### config.mk
export PLATFORM = sky130hd
export DESIGN_NAME = radix_digit_string_converter_unit
export DESIGN_NICKNAME = d
export VERILOG_FILES = /design/src/hw/rtl/rdsc_pkg.sv /design/src/hw/rtl/radix_digit_string_converter_unit.sv /design/src/hw/rtl/rdsc_divider.sv /design/src/hw/rtl/rdsc_digit_stack.sv
export SDC_FILE = /design/constraint.sdc
export NUM_CORES = 1
export LEC_CHECK = 0
export ABC_AREA = 1
export BUFFER_PORTS_ARGS = -buffer_cell sky130_fd_sc_hd__buf_2
export CORE_UTILIZATION = 62
export CTS_CLUSTER_SIZE = 40
export DETAILED_ROUTE_END_ITERATION = 12
export PLACE_DENSITY_LB_ADDON = 0.25
export SYNTH_ARGS = -nofsm -noshare
export SYNTH_HDL_FRONTEND = slang
export SYNTH_SLANG_ARGS = --single-unit
### constraint.sdc
create_clock -name clk -period 5 [get_ports clk]
set_clock_uncertainty 0.1 [all_clocks]
set_input_delay 1 -clock clk [delete_from_list [all_inputs] [get_ports clk]]
set_output_delay 1 -clock clk [all_outputs]
set_load 0.01 [all_outputs]
### src/hw/rtl/rdsc_pkg.sv
// ----------------------------------------------------------------------------
// rdsc_pkg
// Shared types, constants and helpers for the radix digit string converter.
// ----------------------------------------------------------------------------
package rdsc_pkg;

	localparam int MAX_DIGITS = 32;
	localparam int DIGIT_CAP  = (MAX_DIGITS < 31) ? MAX_DIGITS : 31;
	localparam int CNT_W      = $clog2(DIGIT_CAP + 1);
	localparam int ADDR_W     = $clog2(DIGIT_CAP);

	localparam int NUM_W      = 32;
	localparam int DIV_W      = NUM_W - 1;
	localparam int DIV_CNT_W  = $clog2(DIV_W);
	localparam logic [DIV_CNT_W-1:0] DIV_LAST = DIV_CNT_W'(DIV_W - 1);

	localparam int RADIX_W    = 6;
	localparam int CHAR_W     = 7;

	localparam logic [RADIX_W-1:0] RADIX_MIN = 6'd2;
	localparam logic [RADIX_W-1:0] RADIX_MAX = 6'd36;
	localparam logic [RADIX_W-1:0] DEC_LIMIT = 6'd10;
	localparam logic [CHAR_W-1:0]  CHAR_ZERO = 7'h30;
	localparam logic [CHAR_W-1:0]  CHAR_A    = 7'h41;
	localparam logic [CHAR_W-1:0]  CHAR_NUL  = 7'h00;

	typedef struct packed {
		logic signed [NUM_W-1:0] number_in;
		logic [RADIX_W-1:0]      radix;
	} rdsc_in_t;

	typedef struct packed {
		logic [CHAR_W-1:0] char_out;
		logic              last;
		logic              bad_radix;
	} rdsc_out_t;

	typedef struct packed {
		logic               start;
		logic [DIV_W-1:0]   dividend;
		logic [RADIX_W-1:0] divisor;
	} rdsc_div_req_t;

	typedef struct packed {
		logic               done;
		logic [DIV_W-1:0]   quotient;
		logic [RADIX_W-1:0] remainder;
	} rdsc_div_rsp_t;

	typedef enum logic [4:0] {
		ST_IDLE = 5'b00001,
		ST_DIV  = 5'b00010,
		ST_POP  = 5'b00100,
		ST_EMIT = 5'b01000,
		ST_TERM = 5'b10000
	} rdsc_state_t;

	function automatic logic [CHAR_W-1:0] digit_char(input logic [RADIX_W-1:0] d);
		logic [CHAR_W-1:0] c;
		if (d < DEC_LIMIT) begin
			c = CHAR_ZERO + CHAR_W'(d);
		end else begin
			c = CHAR_A + CHAR_W'(d - DEC_LIMIT);
		end
		return c;
	endfunction

endpackage

### src/hw/rtl/radix_digit_string_converter_unit.sv
// ----------------------------------------------------------------------------
// radix_digit_string_converter_unit
// Converts a signed value to an ASCII digit string in base 2 to 36.
// ----------------------------------------------------------------------------
// A command is taken when start is high and busy is low. A positive value is
// divided digit by digit in the shared one-bit-per-cycle divider, then each
// character is popped off the digit stack through ST_POP and ST_EMIT, then
// ST_TERM gives the NUL terminator; a value has at most 31 digits.
// A value below one or a radix outside 2..36 gives only the terminator, in the
// cycle right after the command. Each character appears for exactly one cycle
// with strobe high and the receiver cannot stall it; last marks the terminator
// and bad_radix is set on it when the radix was out of range.
// ----------------------------------------------------------------------------
module radix_digit_string_converter_unit (
	input  logic                clk,
	input  logic                arst_n,
	input  logic                start,
	output logic                busy,
	input  rdsc_pkg::rdsc_in_t  cmd,
	output logic                strobe,
	output rdsc_pkg::rdsc_out_t result
);

	rdsc_pkg::rdsc_state_t           state_q;
	logic [rdsc_pkg::CNT_W-1:0]      cnt_q;
	logic                            bad_q;
	logic [rdsc_pkg::RADIX_W-1:0]    radix_q;

	rdsc_pkg::rdsc_div_req_t         div_req;
	rdsc_pkg::rdsc_div_rsp_t         div_rsp;

	logic                            accept;
	logic                            radix_bad;
	logic                            non_pos;
	logic                            push;
	logic                            pop;
	logic [rdsc_pkg::CNT_W-1:0]      cnt_dec;
	logic [rdsc_pkg::RADIX_W-1:0]    rd_digit;

	assign accept    = start && !busy;
	assign radix_bad = (cmd.radix < rdsc_pkg::RADIX_MIN) || (cmd.radix > rdsc_pkg::RADIX_MAX);
	assign non_pos   = cmd.number_in[rdsc_pkg::NUM_W-1] || (cmd.number_in == '0);
	assign push      = (state_q == rdsc_pkg::ST_DIV) && div_rsp.done
		&& (cnt_q < rdsc_pkg::CNT_W'(rdsc_pkg::DIGIT_CAP));
	assign pop       = (state_q == rdsc_pkg::ST_POP);
	assign cnt_dec   = cnt_q - 1'b1;

	always_comb begin
		div_req.start    = 1'b0;
		div_req.dividend = div_rsp.quotient;
		div_req.divisor  = radix_q;
		if ((state_q == rdsc_pkg::ST_IDLE) && accept && !radix_bad && !non_pos) begin
			div_req.start    = 1'b1;
			div_req.dividend = cmd.number_in[rdsc_pkg::DIV_W-1:0];
			div_req.divisor  = cmd.radix;
		end else if ((state_q == rdsc_pkg::ST_DIV) && div_rsp.done
			&& (div_rsp.quotient != '0)) begin
			div_req.start = 1'b1;
		end
	end

	rdsc_divider u_div (
		.clk    (clk),
		.arst_n (arst_n),
		.req    (div_req),
		.rsp    (div_rsp)
	);

	rdsc_digit_stack u_stack (
		.clk     (clk),
		.wr_en   (push),
		.wr_addr (cnt_q[rdsc_pkg::ADDR_W-1:0]),
		.wr_data (div_rsp.remainder),
		.rd_en   (pop),
		.rd_addr (cnt_dec[rdsc_pkg::ADDR_W-1:0]),
		.rd_data (rd_digit)
	);

	always_ff @(posedge clk or negedge arst_n) begin
		if (!arst_n) begin
			state_q <= rdsc_pkg::ST_IDLE;
			cnt_q   <= '0;
			bad_q   <= 1'b0;
		end else begin
			case (state_q)
				rdsc_pkg::ST_IDLE: begin
					if (accept) begin
						cnt_q <= '0;
						bad_q <= radix_bad;
						if (radix_bad || non_pos) begin
							state_q <= rdsc_pkg::ST_TERM;
						end else begin
							state_q <= rdsc_pkg::ST_DIV;
						end
					end
				end
				rdsc_pkg::ST_DIV: begin
					if (div_rsp.done) begin
						if (push) begin
							cnt_q <= cnt_q + 1'b1;
						end
						if (div_rsp.quotient == '0) begin
							state_q <= rdsc_pkg::ST_POP;
						end
					end
				end
				rdsc_pkg::ST_POP: begin
					cnt_q   <= cnt_dec;
					state_q <= rdsc_pkg::ST_EMIT;
				end
				rdsc_pkg::ST_EMIT: begin
					if (cnt_q == '0) begin
						state_q <= rdsc_pkg::ST_TERM;
					end else begin
						state_q <= rdsc_pkg::ST_POP;
					end
				end
				rdsc_pkg::ST_TERM: begin
					state_q <= rdsc_pkg::ST_IDLE;
				end
				default: begin
					state_q <= rdsc_pkg::ST_IDLE;
				end
			endcase
		end
	end

	// radix held for the repeated divisions of one command
	always_ff @(posedge clk) begin
		if (accept) begin
			radix_q <= cmd.radix;
		end
	end

	assign busy   = (state_q != rdsc_pkg::ST_IDLE);
	assign strobe = (state_q == rdsc_pkg::ST_EMIT) || (state_q == rdsc_pkg::ST_TERM);

	always_comb begin
		result.char_out  = rdsc_pkg::CHAR_NUL;
		result.last      = 1'b0;
		result.bad_radix = 1'b0;
		if (state_q == rdsc_pkg::ST_EMIT) begin
			result.char_out = rdsc_pkg::digit_char(rd_digit);
		end else if (state_q == rdsc_pkg::ST_TERM) begin
			result.last      = 1'b1;
			result.bad_radix = bad_q;
		end
	end

	a_strobe_while_busy: assert property (@(posedge clk) disable iff (!arst_n)
		strobe |-> busy)
		else $error("result transfer while idle");

	a_last_frees_unit: assert property (@(posedge clk) disable iff (!arst_n)
		(strobe && result.last) |=> !busy)
		else $error("unit still busy after terminator");

	a_digit_not_bad: assert property (@(posedge clk) disable iff (!arst_n)
		(strobe && !result.last)
		|-> (!result.bad_radix && (result.char_out != rdsc_pkg::CHAR_NUL)))
		else $error("digit transfer with terminator fields");

	a_accept_goes_busy: assert property (@(posedge clk) disable iff (!arst_n)
		accept |=> busy)
		else $error("command accepted but unit not busy");

endmodule

### src/hw/rtl/rdsc_divider.sv
// ----------------------------------------------------------------------------
// rdsc_divider
// Restoring divider, one quotient bit per cycle, shared by every digit.
// ----------------------------------------------------------------------------
module rdsc_divider (
	input  logic                   clk,
	input  logic                   arst_n,
	input  rdsc_pkg::rdsc_div_req_t req,
	output rdsc_pkg::rdsc_div_rsp_t rsp
);

	logic                            running_q;
	logic                            done_q;
	logic [rdsc_pkg::DIV_CNT_W-1:0]  cnt_q;
	logic [rdsc_pkg::DIV_W-1:0]      quo_q;
	logic [rdsc_pkg::RADIX_W-1:0]    rem_q;
	logic [rdsc_pkg::RADIX_W-1:0]    dvs_q;

	logic [rdsc_pkg::RADIX_W:0]      trial;
	logic [rdsc_pkg::RADIX_W:0]      diff;
	logic                            fit;

	assign trial = {rem_q, quo_q[rdsc_pkg::DIV_W-1]};
	assign diff  = trial - {1'b0, dvs_q};
	assign fit   = (trial >= {1'b0, dvs_q});

	always_ff @(posedge clk or negedge arst_n) begin
		if (!arst_n) begin
			running_q <= 1'b0;
			done_q    <= 1'b0;
			cnt_q     <= '0;
		end else begin
			done_q <= 1'b0;
			if (req.start) begin
				running_q <= 1'b1;
				cnt_q     <= '0;
			end else if (running_q) begin
				cnt_q <= cnt_q + 1'b1;
				if (cnt_q == rdsc_pkg::DIV_LAST) begin
					running_q <= 1'b0;
					done_q    <= 1'b1;
				end
			end
		end
	end

	always_ff @(posedge clk) begin
		if (req.start) begin
			quo_q <= req.dividend;
			rem_q <= '0;
			dvs_q <= req.divisor;
		end else if (running_q) begin
			quo_q <= {quo_q[rdsc_pkg::DIV_W-2:0], fit};
			rem_q <= fit ? diff[rdsc_pkg::RADIX_W-1:0] : trial[rdsc_pkg::RADIX_W-1:0];
		end
	end

	assign rsp.done      = done_q;
	assign rsp.quotient  = quo_q;
	assign rsp.remainder = rem_q;

	a_rem_below_divisor: assert property (@(posedge clk) disable iff (!arst_n)
		done_q |-> (rem_q < dvs_q))
		else $error("remainder not below divisor");

	a_no_restart_while_running: assert property (@(posedge clk) disable iff (!arst_n)
		req.start |-> !running_q)
		else $error("divider restarted mid division");

	a_done_after_run: assert property (@(posedge clk) disable iff (!arst_n)
		done_q |-> ($past(running_q) && !running_q))
		else $error("done without a finished division");

endmodule

### src/hw/rtl/rdsc_digit_stack.sv
// ----------------------------------------------------------------------------
// rdsc_digit_stack
// Remainder storage, one write and one registered read per cycle.
// ----------------------------------------------------------------------------
module rdsc_digit_stack (
	input  logic                          clk,
	input  logic                          wr_en,
	input  logic [rdsc_pkg::ADDR_W-1:0]   wr_addr,
	input  logic [rdsc_pkg::RADIX_W-1:0]  wr_data,
	input  logic                          rd_en,
	input  logic [rdsc_pkg::ADDR_W-1:0]   rd_addr,
	output logic [rdsc_pkg::RADIX_W-1:0]  rd_data
);

	logic [rdsc_pkg::RADIX_W-1:0] mem_q [rdsc_pkg::DIGIT_CAP];
	logic [rdsc_pkg::RADIX_W-1:0] rd_data_q;

	always_ff @(posedge clk) begin
		if (wr_en) begin
			mem_q[wr_addr] <= wr_data;
		end
	end

	always_ff @(posedge clk) begin
		if (rd_en) begin
			rd_data_q <= mem_q[rd_addr];
		end
	end

	assign rd_data = rd_data_q;

endmodule
[Word-level counts from Yosys, hierarchy flattened]
Memory sizes are Yosys's and may differ from the RTL's. A register that Yosys moved wholly into a read port is not among the register bits.
Cells that the tools add are included.
Word-level totals
  flip-flop bits (word level): 67
  RAM bits: 186
  input port bits: 41
  output and inout port bits: 11
  logic and storage cells: 89
  memories: 1
Operators by class
  $add $sub $neg: 7
  order comparisons: 5
  equality and inequality tests: 12
  mux-type cells: 30
  reduce and logical (&&, ||, !) cells: 24
Memory list
  u_stack.mem_q: depth 31, bits a word 6, read ports 1, clocked after Yosys merged registers in 1, wr ports 1, line rdsc_digit_stack.sv:15  | logic [rdsc_pkg::RADIX_W-1:0] mem_q [rdsc_pkg::DIGIT_CAP];
Operators with widths (count)
  $mux 31: 2
  $mux 5: 10
  $mux 37: 1
  $logic_not 32->1: 1
  $logic_not 31->1: 1
  $reduce_bool 31->1: 1
  $pmux 5 s4: 1
  $pmux 5 s3: 1
  $mux 7: 2
  $add 5x1->5 const B: 2
  $eq 5x5->1 const B: 2
  $mux 1: 10
  $add 6x6->7 const A: 1
  $add 7x7->7 const A: 1
  $ge 7x6->1: 1
  $logic_and 1x1->1: 7
  $sub 6x4->7 const B: 1
  $gt 6x6->1 const B: 1
  $lt 6x2->1 const B: 1
  $lt 6x4->1 const B: 1
  $mux 6: 1
  $ne 2x1->1 const B: 3
  $sub 6x6->6: 1
  $eq 5x1->1 const B: 1
  other kinds (16): 24

[Longest topological paths before layout]
Gate-level depths: netlist of run 1.
  depth after elaboration: 9
  mapped depth: 13

[By module]
From an unflattened synthesis of run 1, not the netlist that was laid out.
Unflattened totals
  cells, all modules: 1318
  area, all modules: 12451.9 um^2
Modules (own cells, without submodules)
  rdsc_digit_stack: instances 1, cells each 677, area an instance 7905.1 um^2, sequential area each 5765.5 um^2
  rdsc_divider: instances 1, cells each 273, area an instance 2483.6 um^2, sequential area each 1406.3 um^2
  radix_digit_string_converter_unit: instances 1, cells each 368, area an instance 2063.2 um^2, sequential area each 456.7 um^2

[Least setup slack after synthesis of run 1]
OpenSTA, ideal clock, no wires.
  path kind: input to register
  start: in cmd[20] (netlist name)
  end: reg u_div.quo_q[0] (netlist name), enable pin
  library setup time: 0.462 ns
  data arrival time: 3.815 ns
  setup slack: 0.623 ns
  stages on the path: 8
  cells stage by stage: nor2_1 > and2_1 > nand2_1 > nor2_1 > nand2_1 > nand3_4 > nand2_4 > o21ai_0
On the way
  cells in the longest elaborated chain, start to end: 7
  elaborated cells on any way between the ends: 8
  those cells by class: 1 x eq/ne; 1 x mux; 6 x reduce/logical
Ends and longest elaborated chain
  start: declaration: line radix_digit_string_converter_unit.sv:19  | input rdsc_pkg::rdsc_in_t cmd,
  $logic_not 32->1 (*): line radix_digit_string_converter_unit.sv:42  | assign non_pos = cmd.number_in[rdsc_pkg::NUM_W-1] || (cmd.number_in == '0);
  $logic_or 1x1->1 (*): line radix_digit_string_converter_unit.sv:42
  $logic_not 1->1 (*): line radix_digit_string_converter_unit.sv:52  | if ((state_q == rdsc_pkg::ST_IDLE) && accept && !radix_bad && !non_pos) begin
  $logic_and 1x1->1 (*): line radix_digit_string_converter_unit.sv:52
  $mux 1: line radix_digit_string_converter_unit.sv:52
  $ne 2x1->1 (no source line) or $reduce_bool 2->1 (tied branches)
  $reduce_and 2->1 (no source line) (*)
  end signal: assignment: line rdsc_divider.sv:49  | quo_q <= req.dividend;
  end signal: assignment: line rdsc_divider.sv:53  | quo_q <= {quo_q[rdsc_pkg::DIV_W-2:0], fit};
  end: declaration: line rdsc_divider.sv:15  | logic [rdsc_pkg::DIV_W-1:0] quo_q;
Mark *: on every way between the ends. The rest lies on a longest branch, timed or not.
A chain may end at the register's enable or synchronous reset.

[Worst setup path in the final report of run 1]
  start: reg cnt_q[0] (netlist name)
  end: reg u_stack.rd_data_q, in the netlist u_stack.rd_data[1], read port of u_stack.mem_q (data pin)
On the way
  cells in the longest elaborated chain, start to end: 1
Ends and longest elaborated chain
  start: declaration: line radix_digit_string_converter_unit.sv:25  | logic [rdsc_pkg::CNT_W-1:0] cnt_q;
  start signal: assignment: line radix_digit_string_converter_unit.sv:100  | cnt_q <= cnt_q + 1'b1;
  start signal: assignment: line radix_digit_string_converter_unit.sv:108  | cnt_q <= cnt_dec;
  $sub 5x1->5: line radix_digit_string_converter_unit.sv:46  | assign cnt_dec = cnt_q - 1'b1;
  end: declaration: line rdsc_digit_stack.sv:16  | logic [rdsc_pkg::RADIX_W-1:0] rd_data_q;
Every way passes these cells.

==> results.toml, run 1 <==
[global_routing]
grtUsageTotal = 0.2710
grt_max_degree = 95
grt_pass1_wl_um = 40960
grt_pass1_vias = 7761
gr-total-overflow = 0
antenna_found_initial = 0

[critical_path]
slowest_stage = "ha_2"
worstPathCellList = "inv_2, ha_2, buf_4, o21ai_0, o211ai_1, nand3_1, nand2_1, nand2_1, nand2_1"
worst-endpoint-required_ps = 5300
endpoint_kind = "flip-flop"
reg2reg_from = "cnt_q[0]"
ff2ff_path_depth = 9
cp_slowest_stage_delay_ps = 840
startpoint_type = "flip-flop"
rr_endpoint = "u_stack.rd_data[1]"
crit_type = "flip-flop to flip-flop"
r2r_setup_slack_ps = 1720
cpMostUsedCell = "nand2_1"
crit_family = "buffers and inverters"
crit_path_max_fanout = 47
crit_buf_inv = 2
arrival_ps = 3580

[run]
cap_violations = 0

[die]
num_io_pins = 52
start_util = 0.6325
die_h_um = 139.9
die_w_um = 139.9
fp-row-count = 50
fp.dieArea_um2 = 19570
core_area_um2 = 18640

[clock_network]
postCtsHoldBufs = 0
cts_post_setup_buffers_inserted = 0
numCtsBuffers = 26
cts_tree = "done"
cts.clk_slew.worst_paths_ps = 60
clk_path_buf_depth = 3
cts_resized = 0
clock-root-buffer = "clkbuf_16"
cts_num_sinks = 259
clk_latency_ps = 530
cts_max_level = 1

[finish]
utilization = 0.7004
n_antenna_cell = 0
final_common_cell = "edfxtp_1"
area_growth_pct = 10.74
n_fill_cell = 1317
nets = 1210
final_cell_mix = "edfxtp_1 (235), nor2_1 (221), nand2_1 (221)"
drive_above_1_share = 0.1220

[yosys]
avgSynthCellArea_um2 = 10.61
syn_nets = 1168
synthCells = 1111
yosysWarnings = 0
yosys_register_bits = 259
seq_area_frac_synth = 0.6470
netlist_area_um2 = 11790
post_synth_num_cell_types = 46

[sta]
period_minus_slack_ps = 3279
fmax_mhz = 305.0
slew_violations = 0
rsz0062_at_grt = "no"
hold_slack_ps = 290.8
worst_pin_slew_ps = 898.7
finalHoldViolCount = 0
worst_slack_ps = 1721
slew_headroom = 0.4008
post-route-period-util = 0.6558
fin_tns_setup_ps = 0
setup_viol = 0

[routing]
drtIter0Drc = 728
wirelength_um = 25670
via_count = 8191
drtPass1Iterations = 7
wire_per_inst_um = 18.26
antenna_left = 0
drc = 0
vias_per_cell = 5.826

[run_status]
status = "finished clean"

[place]
dp_slack_ps = 1789
port_buffers = 51
place.gp.congestion = 0.8985
dp_hpwl_um = 16440

[power]
p_leak_nw = 4.945
power_density_nw_per_um2 = 619.8
ir_drop_v = 0.0003397
finalPower_w = 0.008093

[min_path]
hp-class = "input port to asynchronous set/reset pin"
layer usage:
layer / vias up / global-route usage / wire length, um
met5: - / 0 / 0
met4: 0 / 0.1232 / 1067
met3: 63 / 0.04444 / 1813
met2: 375 / 0.4297 / 12000
met1: 3830 / 0.3721 / 10790
li1: 3923 / - / -
worst max-delay path by stage:
stage,startpoint,endpoint,cells past startpoint
detailed placement,cnt_q[0],u_stack.rd_data[1],9
finish,cnt_q[0],u_stack.rd_data[1],9
global placement,cnt_q[0],u_stack.rd_data[1],9
floorplan,cmd[20],u_div.quo_q[0],8
global route,cnt_q[0],u_stack.rd_data[1],9
CTS,cnt_q[0],u_stack.rd_data[1],9
state kept, by name, summed over array words and instances, names as in the netlist:
| signal | cells |
|---|---|
| bad_q | 1 |
| cnt_q | 5 |
| u_stack.rd_data | 6 |
| u_div.rem_q | 6 |
| u_div.dvs_q | 6 |
| u_div.done_q | 1 |
| u_div.quo_q | 31 |
| u_stack.mem_q | 186 |
| radix_q | 6 |
| u_div.cnt_q | 5 |
| u_div.running_q | 1 |
| state_q | 5 |
power breakdown:
group	total, W	internal [W]	switching [W]
logic	0.00294	0.000905	0.00204
clock network	0.00205	0.00124	0.000804
registers	0.00310	0.00295	0.000151
total	0.00809	0.00510	0.00300
cell type report:
class	count	area [um^2]	area share
clock buffers	31	690.7	0.05289
clock inverters	16	212.7	0.01629
well taps	234	292.8	0.02242
multi-input cells	743	3656	0.2800
repair buffers	62	337.8	0.02587
inverters	61	237.7	0.01821
flip-flops and latches	259	7630	0.5843
Yosys cell counts (all sizes together):
cell type	n	area share
edfxtp	235	0.60
nand2	228	0.076
nor2	225	0.073
o21ai	114	0.049
inv	59	0.019
nand3	50	0.025
o211ai	49	0.031
buf	30	0.017
a21oi	22	0.0097
clkbuf	18	0.0060
dfrtp	17	0.036
ha	15	0.016
nand4	10	0.0066
nor3	7	0.0030
dfxtp	6	0.010
xor2	6	0.0057
nand3b	4	0.0025
xnor2	4	0.0046
and2	3	0.0016
and3	2	0.0011
clkinv	2	0.00074
dfstp	1	0.0022
fa	1	0.0017
nor3b	1	0.00064
nor4	1	0.0018
or2	1	0.00053
cells by family after synthesis:
logic type | synth area share
fa+ha+maj | 0.01761
flops | 0.6470
simple gates | 0.1917
compound gates | 0.08988
buf+inv | 0.04350
xor+xnor | 0.01029
metrics by stage:
| stage | instance area, um^2 | instances |
|---|---|---|
| after floorplan | 11790 | 1111 |
| after global routing | 13060 | 1406 |
| final | 13060 | 1406 |
| after global placement | 12150 | 1359 |
| after CTS | 13060 | 1406 |
| after detailed placement | 12150 | 1359 |
No activity file was read; power rests on OpenSTA's default activity.
==> run 2: changes to the inputs <==
==> constraint.sdc (replaced) <==
create_clock -name clk -period 3.2 [get_ports clk]
set_clock_uncertainty 0.1 [all_clocks]
set_input_delay 0.64 -clock clk [delete_from_list [all_inputs] [get_ports clk]]
set_output_delay 0.64 -clock clk [all_outputs]
set_load 0.01 [all_outputs]
==> run 2 against run 1 <==
Compared with the run above:
- global-route usage fell by 0.40 points
- via count decreased by 0.81%
- flip-flop and latch count is the same
- final cell count rose by 0.14%
- combinational power increased by 64%
- core utilization is 0.34 points lower
- largest cell class unchanged
- highest routed layer unchanged
==> results.toml, run 2 (synthesized netlist as in run 1, its figures left out) <==
[global_routing]
antenna_found_initial = 0
grtUsageTotal = 0.2670
grt_pass1_vias = 7721
grt_max_degree = 85
gr-total-overflow = 0
grt_pass1_wl_um = 40670

[critical_path]
crit_path_max_fanout = 8
arrival_ps = 2050
endpoint_kind = "primary output"
worstPathCellList = "inv_2, nand2_2, nor4_4, inv_1, nor3b_1, buf_2"
rr_endpoint = "u_stack.mem_q[18][2]"
crit_buf_inv = 3
ff2ff_path_depth = 7
worst-endpoint-required_ps = 2460
crit_type = "flip-flop to primary output"
crit_family = "simple AND/OR/NAND/NOR gates"
cp_slowest_stage_delay_ps = 450
r2r_setup_slack_ps = 620
startpoint_type = "flip-flop"
slowest_stage = "dfrtp_1"
reg2reg_from = "state_q[2]"

[die]
core_area_um2 = 18640
die_h_um = 139.9
num_io_pins = 52
die_w_um = 139.9
fp-row-count = 50
start_util = 0.6325
fp.dieArea_um2 = 19570

[clock_network]
clk_path_buf_depth = 3
cts_max_level = 1
clock-root-buffer = "clkbuf_16"
cts_num_sinks = 259
numCtsBuffers = 26
clk_latency_ps = 530
cts.clk_slew.worst_paths_ps = 60
cts_tree = "done"

[sta]
slew_violations = 0
finalHoldViolCount = 0
setup_viol = 0
fin_tns_setup_ps = 0
rsz0062_at_grt = "no"
slew_headroom = 0.5679
post-route-period-util = 0.8729
period_minus_slack_ps = 2793
worst_pin_slew_ps = 645.8
worst_slack_ps = 406.7
fmax_mhz = 358.0

[min_path]
hp-start = "cmd[5]"
hold_end = "radix_q[5]"
hp-class = "input port to flip-flop"
hold_depth = 1

[power]
power_switching_w = 0.004851
internal_power_w = 0.007682
p_seq_frac = 0.388
power_frac_clock = 0.227
p_leak_nw = 4.940
switching_share = 0.3871
p_comb_frac = 0.385
power_density_nw_per_um2 = 964.5
ir_drop_v = 0.0006752

[finish]
drive_above_1_share = 0.1261
multi_input_area_um2 = 3656
seq_area_um2 = 7630
stdcell_count = 1408
largestRegisters = "u_stack.mem_q (186), u_div.quo_q (31)"
utilization = 0.6970
final_common_cell = "edfxtp_1"
area_growth_pct = 10.21
n_fill_cell = 1323
final_cell_mix = "edfxtp_1 (235), nor2_1 (221), nand2_1 (221)"
nets = 1214
regMostFlops = "u_stack.mem_q"
n_antenna_cell = 0
largest_reg_flops = 186

[place]
port_buffers = 51
dp_slack_ps = 501.7
dp_hpwl_um = 15690
post-place-cells = 1362
place.gp.congestion = 0.8496

[routing]
drtIter0Drc = 845
via_count = 8125
antenna_left = 0
wire_per_inst_um = 18.05
drc = 0
drtPass1Iterations = 5
wirelength_um = 25420
vias_per_cell = 5.771

[run_status]
status = "finished clean"

[run]
cap_violations = 0
-- run 2: cell count changes in the layout (fill, tap and decap cells not counted) --
cell	previous run	this run
buf_4	11	13
clkbuf_8	0	3
dlygate4sd3_1	0	1
clkbuf_1	4	3
clkinv_1	6	3
clkinv_2	1	7
clkinvlp_2	1	0
inv_4	1	2
bufinv_16	5	0
clkinvlp_4	4	2
buf_12	0	1
-- run 2: worst reg2reg max path, cell delays in order (launching register included) --
cell	delay, ps
dfrtp_1	460
nor2_4	180
nand4_4	190
nor2_2	270
o21ai_2	160
inv_2	130
nand2_2	200
nor2_1	530
-- run 2: stage by stage --
stage | power, W | cell area [um^2] | hold WS [ps]
2_1_floorplan | 0.008244 | 11790 | 244.4
3_3_place_gp | 0.009546 | 12190 | 405.3
3_5_place_dp | 0.009681 | 12190 | 402.7
4_1_cts | 0.01254 | 13000 | 187.5
5_1_grt | 0.01324 | 13000 | 190.6
6_report | 0.01253 | 13000 | 202.5
-- run 2: what timing repair did --
action / CTS / global route
gates resized for setup: 0 / 0
endpoints found under the hold margin: 17 / 0
hold buffers: 1 / 0
setup buffers: 0 / 0
-- run 2: worst max-delay path by stage --
stage / from / endpoint / slack, ps / cells past startpoint
3_3_place_gp: cmd[15] / u_div.quo_q[9] / 540 / 11
5_1_grt: u_stack.rd_data[4] / result[7] / 210 / 7
2_1_floorplan: cmd[20] / u_div.quo_q[0] / 20 / 8
4_1_cts: state_q[1] / result[7] / 420 / 6
6_report: state_q[1] / result[7] / 410 / 6
3_5_place_dp: cmd[15] / u_div.quo_q[6] / 500 / 11
-- run 2: layout make-up --
class,instances,share of cell area
clock buffers,33,0.05604
clock inverters,12,0.005199
inverters,61,0.01829
multi-input cells,743,0.2813
flip-flops and latches,259,0.5871
well taps,234,0.02253
repair buffers,66,0.02946
-- run 2: per-layer routing --
metal,track usage,vias up,wire length (um)
met5,0,-,0
met4,0.09080,0,685
met3,0.03214,56,1863
met2,0.4376,360,12180
met1,0.3740,3784,10690
li1,-,3925,-
-- run 2: power by group through the flow --
stage / Clock (W) / Sequential (W) / Combinational [W]
2_1_floorplan: 0 / 0.00504 / 0.00320
3_3_place_gp: 0 / 0.00491 / 0.00464
3_5_place_dp: 0 / 0.00492 / 0.00476
4_1_cts: 0.00287 / 0.00486 / 0.00481
5_1_grt: 0.00300 / 0.00491 / 0.00534
6_report: 0.00284 / 0.00486 / 0.00483
==> run 3: changes to the inputs <==
--- a/config.mk
+++ b/config.mk
@@ -13,4 +13,5 @@
 export PLACE_DENSITY_LB_ADDON = 0.25
 export SYNTH_ARGS = -nofsm -noshare
 export SYNTH_HDL_FRONTEND = slang
+export SYNTH_HIERARCHICAL = 1
 export SYNTH_SLANG_ARGS = --single-unit
==> run 3 against run 2 <==
Compared with the run above:
- flip-flop and latch count unchanged
- critical path depth increased by 3
- non-clock buffer count increased by 25
- sequential power about the same
- global-route usage increased by 1.4 points
- wire length increased by 11%
- setup slack got worse by 60 ps
- count of clock-buffer cells in the layout increased by 6
- sequential share of layout area decreased by 3.4 points
- design area increased by 6.2%
- critical endpoint unchanged
==> results.toml, run 3 <==
[sta]
worst_pin_slew_ps = 727.1
post-route-period-util = 0.8916
fin_tns_setup_ps = 0
slew_headroom = 0.5146
slew_violations = 0
setup_viol = 0
period_minus_slack_ps = 2853
rsz0062_at_grt = "no"
finalHoldViolCount = 0
fmax_mhz = 350.5

[critical_path]
cp_slowest_stage_delay_ps = 460
arrival_ps = 2110
slowest_stage = "edfxtp_1"
crit_path_max_fanout = 8
r2r_setup_slack_ps = 470
cpMostUsedCell = "inv_1"
worst-endpoint-required_ps = 2460
ff2ff_path_depth = 12
reg2reg_from = "cnt_q[0]"
worstPathCellList = "inv_1, ha_1, o21ai_1, inv_1, a21oi_1, o21ai_0, nand2_1, inv_1, buf_2"
crit_type = "flip-flop to primary output"
rr_endpoint = "u_stack/rd_data[3]"
startpoint_type = "flip-flop"
endpoint_kind = "primary output"

[routing]
wl_met3_um = 2219
drtPass1Iterations = 6
met1_length_um = 11450
wl_met2_um = 13870
wirelength_um = 28300
via_count = 9405
drtIter0Drc = 911
top_layer = "met4"
vias_per_cell = 5.662
antenna_left = 0
drc = 0
wire_per_inst_um = 17.04

[yosys]
syn_nets = 1373
avgSynthCellArea_um2 = 9.448
post_synth_num_cell_types = 39
seq_area_frac_synth = 0.6126
synth_compound_area_frac = 0.01789
yosysWarnings = 6
synthAdderAreaFrac = 0.01467
synth_top_area_frac = 0.5667
netlist_area_um2 = 12450
synth_xor_area_frac = 0.002814
ys.flop_type = "edfxtp_1"
synth_mux_area_frac = 0
synthSimpleGateAreaFrac = 0.2944
yosysTopAreaCell = "edfxtp_1"
async_reset_ff_frac = 0.06950
synth_most_common_cell = "nand2_1"
synth.area.top_cells = "edfxtp_1 (57%), nand2_1 (15%), nand3_1 (7.1%)"
synthCells = 1318
synth_top_family_by_area = "simple AND/OR/NAND/NOR gates"
ys_top_cells_by_count = "nand2_1 (505), edfxtp_1 (235), nand3_1 (177), nor2_1 (96), inv_1 (79)"
synth-edff-count = 235
yosys_register_bits = 259

[clock_network]
cts_max_level = 1
clock-root-buffer = "clkbuf_16"
cts_tree = "done"
clk_latency_ps = 520
clk_path_buf_depth = 3
cts_post_setup_buffers_inserted = 0
cts.clk_slew.worst_paths_ps = 60
cts_num_sinks = 259
numCtsBuffers = 26

[finish]
largest_reg_flops = 186
n_antenna_cell = 0
largestRegisters = "u_stack/mem_q (186), u_div/quo_q (31)"
final_cell_mix = "nand2_1 (505), edfxtp_1 (235), nand3_1 (177)"
drive_above_1_share = 0.1103
nets = 1431
final_common_cell = "nand2_1"
regMostFlops = "u_stack/mem_q"
area_growth_pct = 10.82
fin_area_um2 = 13800

[power]
power_density_nw_per_um2 = 804.8
finalPower_w = 0.01111
ir_drop_v = 0.0004003
p_leak_nw = 5.799

[die]
core_area_um2 = 19590
start_util = 0.6356
die_w_um = 143.7
num_io_pins = 52
fp-row-count = 51
fp.dieArea_um2 = 20650
die_h_um = 143.7

[global_routing]
grtUsageTotal = 0.2812
grt_max_degree = 80
grt_pass1_wl_um = 44480
grt_pass1_vias = 8775
gr-total-overflow = 0
antenna_found_initial = 0

[place]
dp_hpwl_um = 17740
place_area_um2 = 12950
place.gp.congestion = 0.9268
port_buffers = 51

[min_path]
hp-class = "input port to flip-flop"
hp-start = "cmd[5]"
hold_depth = 1
hold_end = "radix_q[5]"

[run_status]
status = "finished clean"

[run]
cap_violations = 0
-- run 3: what timing repair did --
| action | in CTS | in global routing |
|---|---|---|
| hold buffers | 1 | 0 |
| endpoints found under the hold margin | 17 | 0 |
| resized for setup | 0 | 0 |
-- run 3: report_power, final --
part | total [W] | internal (W) | switching, W
clock network | 0.00297 | 0.00175 | 0.00122
logic | 0.00328 | 0.000955 | 0.00233
registers | 0.00485 | 0.00457 | 0.000285
-- run 3: worst max path at each step --
stage	start	endpoint	slack [ps]	cells past startpoint
after global placement	cnt_q[0]	u_stack/rd_data[2]	570	12
after detailed placement	cnt_q[0]	u_stack/rd_data[2]	570	12
after CTS	u_stack/rd_data[4]	result[7]	330	9
after global routing	u_stack/rd_data[4]	result[7]	130	9
after floorplan	state_q[0]	u_div/quo_q[0]	410	12
final	u_stack/rd_data[4]	result[7]	350	9
-- run 3: routing by layer --
layer	vias to the layer above	track usage
met1	4368	0.3718
met3	61	0.03665
met5	-	0
li1	4536	-
met2	440	0.4801
met4	0	0.09630
-- run 3: logic make-up after synthesis --
| group | after synthesis |
|---|---|
| buffers and inverters | 147 |
| AOI/OAI and AO/OA | 40 |
| DFF | 259 |
| adders and majority gates | 14 |
| xor gates and xnor gates | 4 |
| and+or+nand+nor | 854 |
-- run 3: per-stage QoR --
step	utilization	hold slack [ps]	instances	setup slack, ps
after CTS	0.7044	221.7	1661	330.3
after detailed placement	0.6613	367.3	1612	570.1
after floorplan	-	244.4	1318	411.0
after global routing	0.7044	211.2	1661	131.9
after global placement	0.6613	354.3	1612	572.6
final	0.7044	232.3	1661	346.7
-- run 3: cell type report --
| type | count | area [um^2] |
|---|---|---|
| Tap cell | 265 | 331.6 |
| Clock buffer | 39 | 740.7 |
| Fill cell | 1457 | 5791 |
| Inverter | 86 | 327.8 |
| Sequential cell | 259 | 7629 |
| Clock inverter | 9 | 93.84 |
| Timing Repair Buffer | 91 | 570.5 |
| Multi-Input combinational cell | 912 | 4106 |
-- run 3: worst max-delay path: cells and delay by family (launching register included) --
kind                       cells  cell delay, ps
AOI/OAI and AO/OA              3             480
adders and majority gates      1             220
and+or+nand+nor                1              70
buffers and inverters          4             360
DFF                            1             460
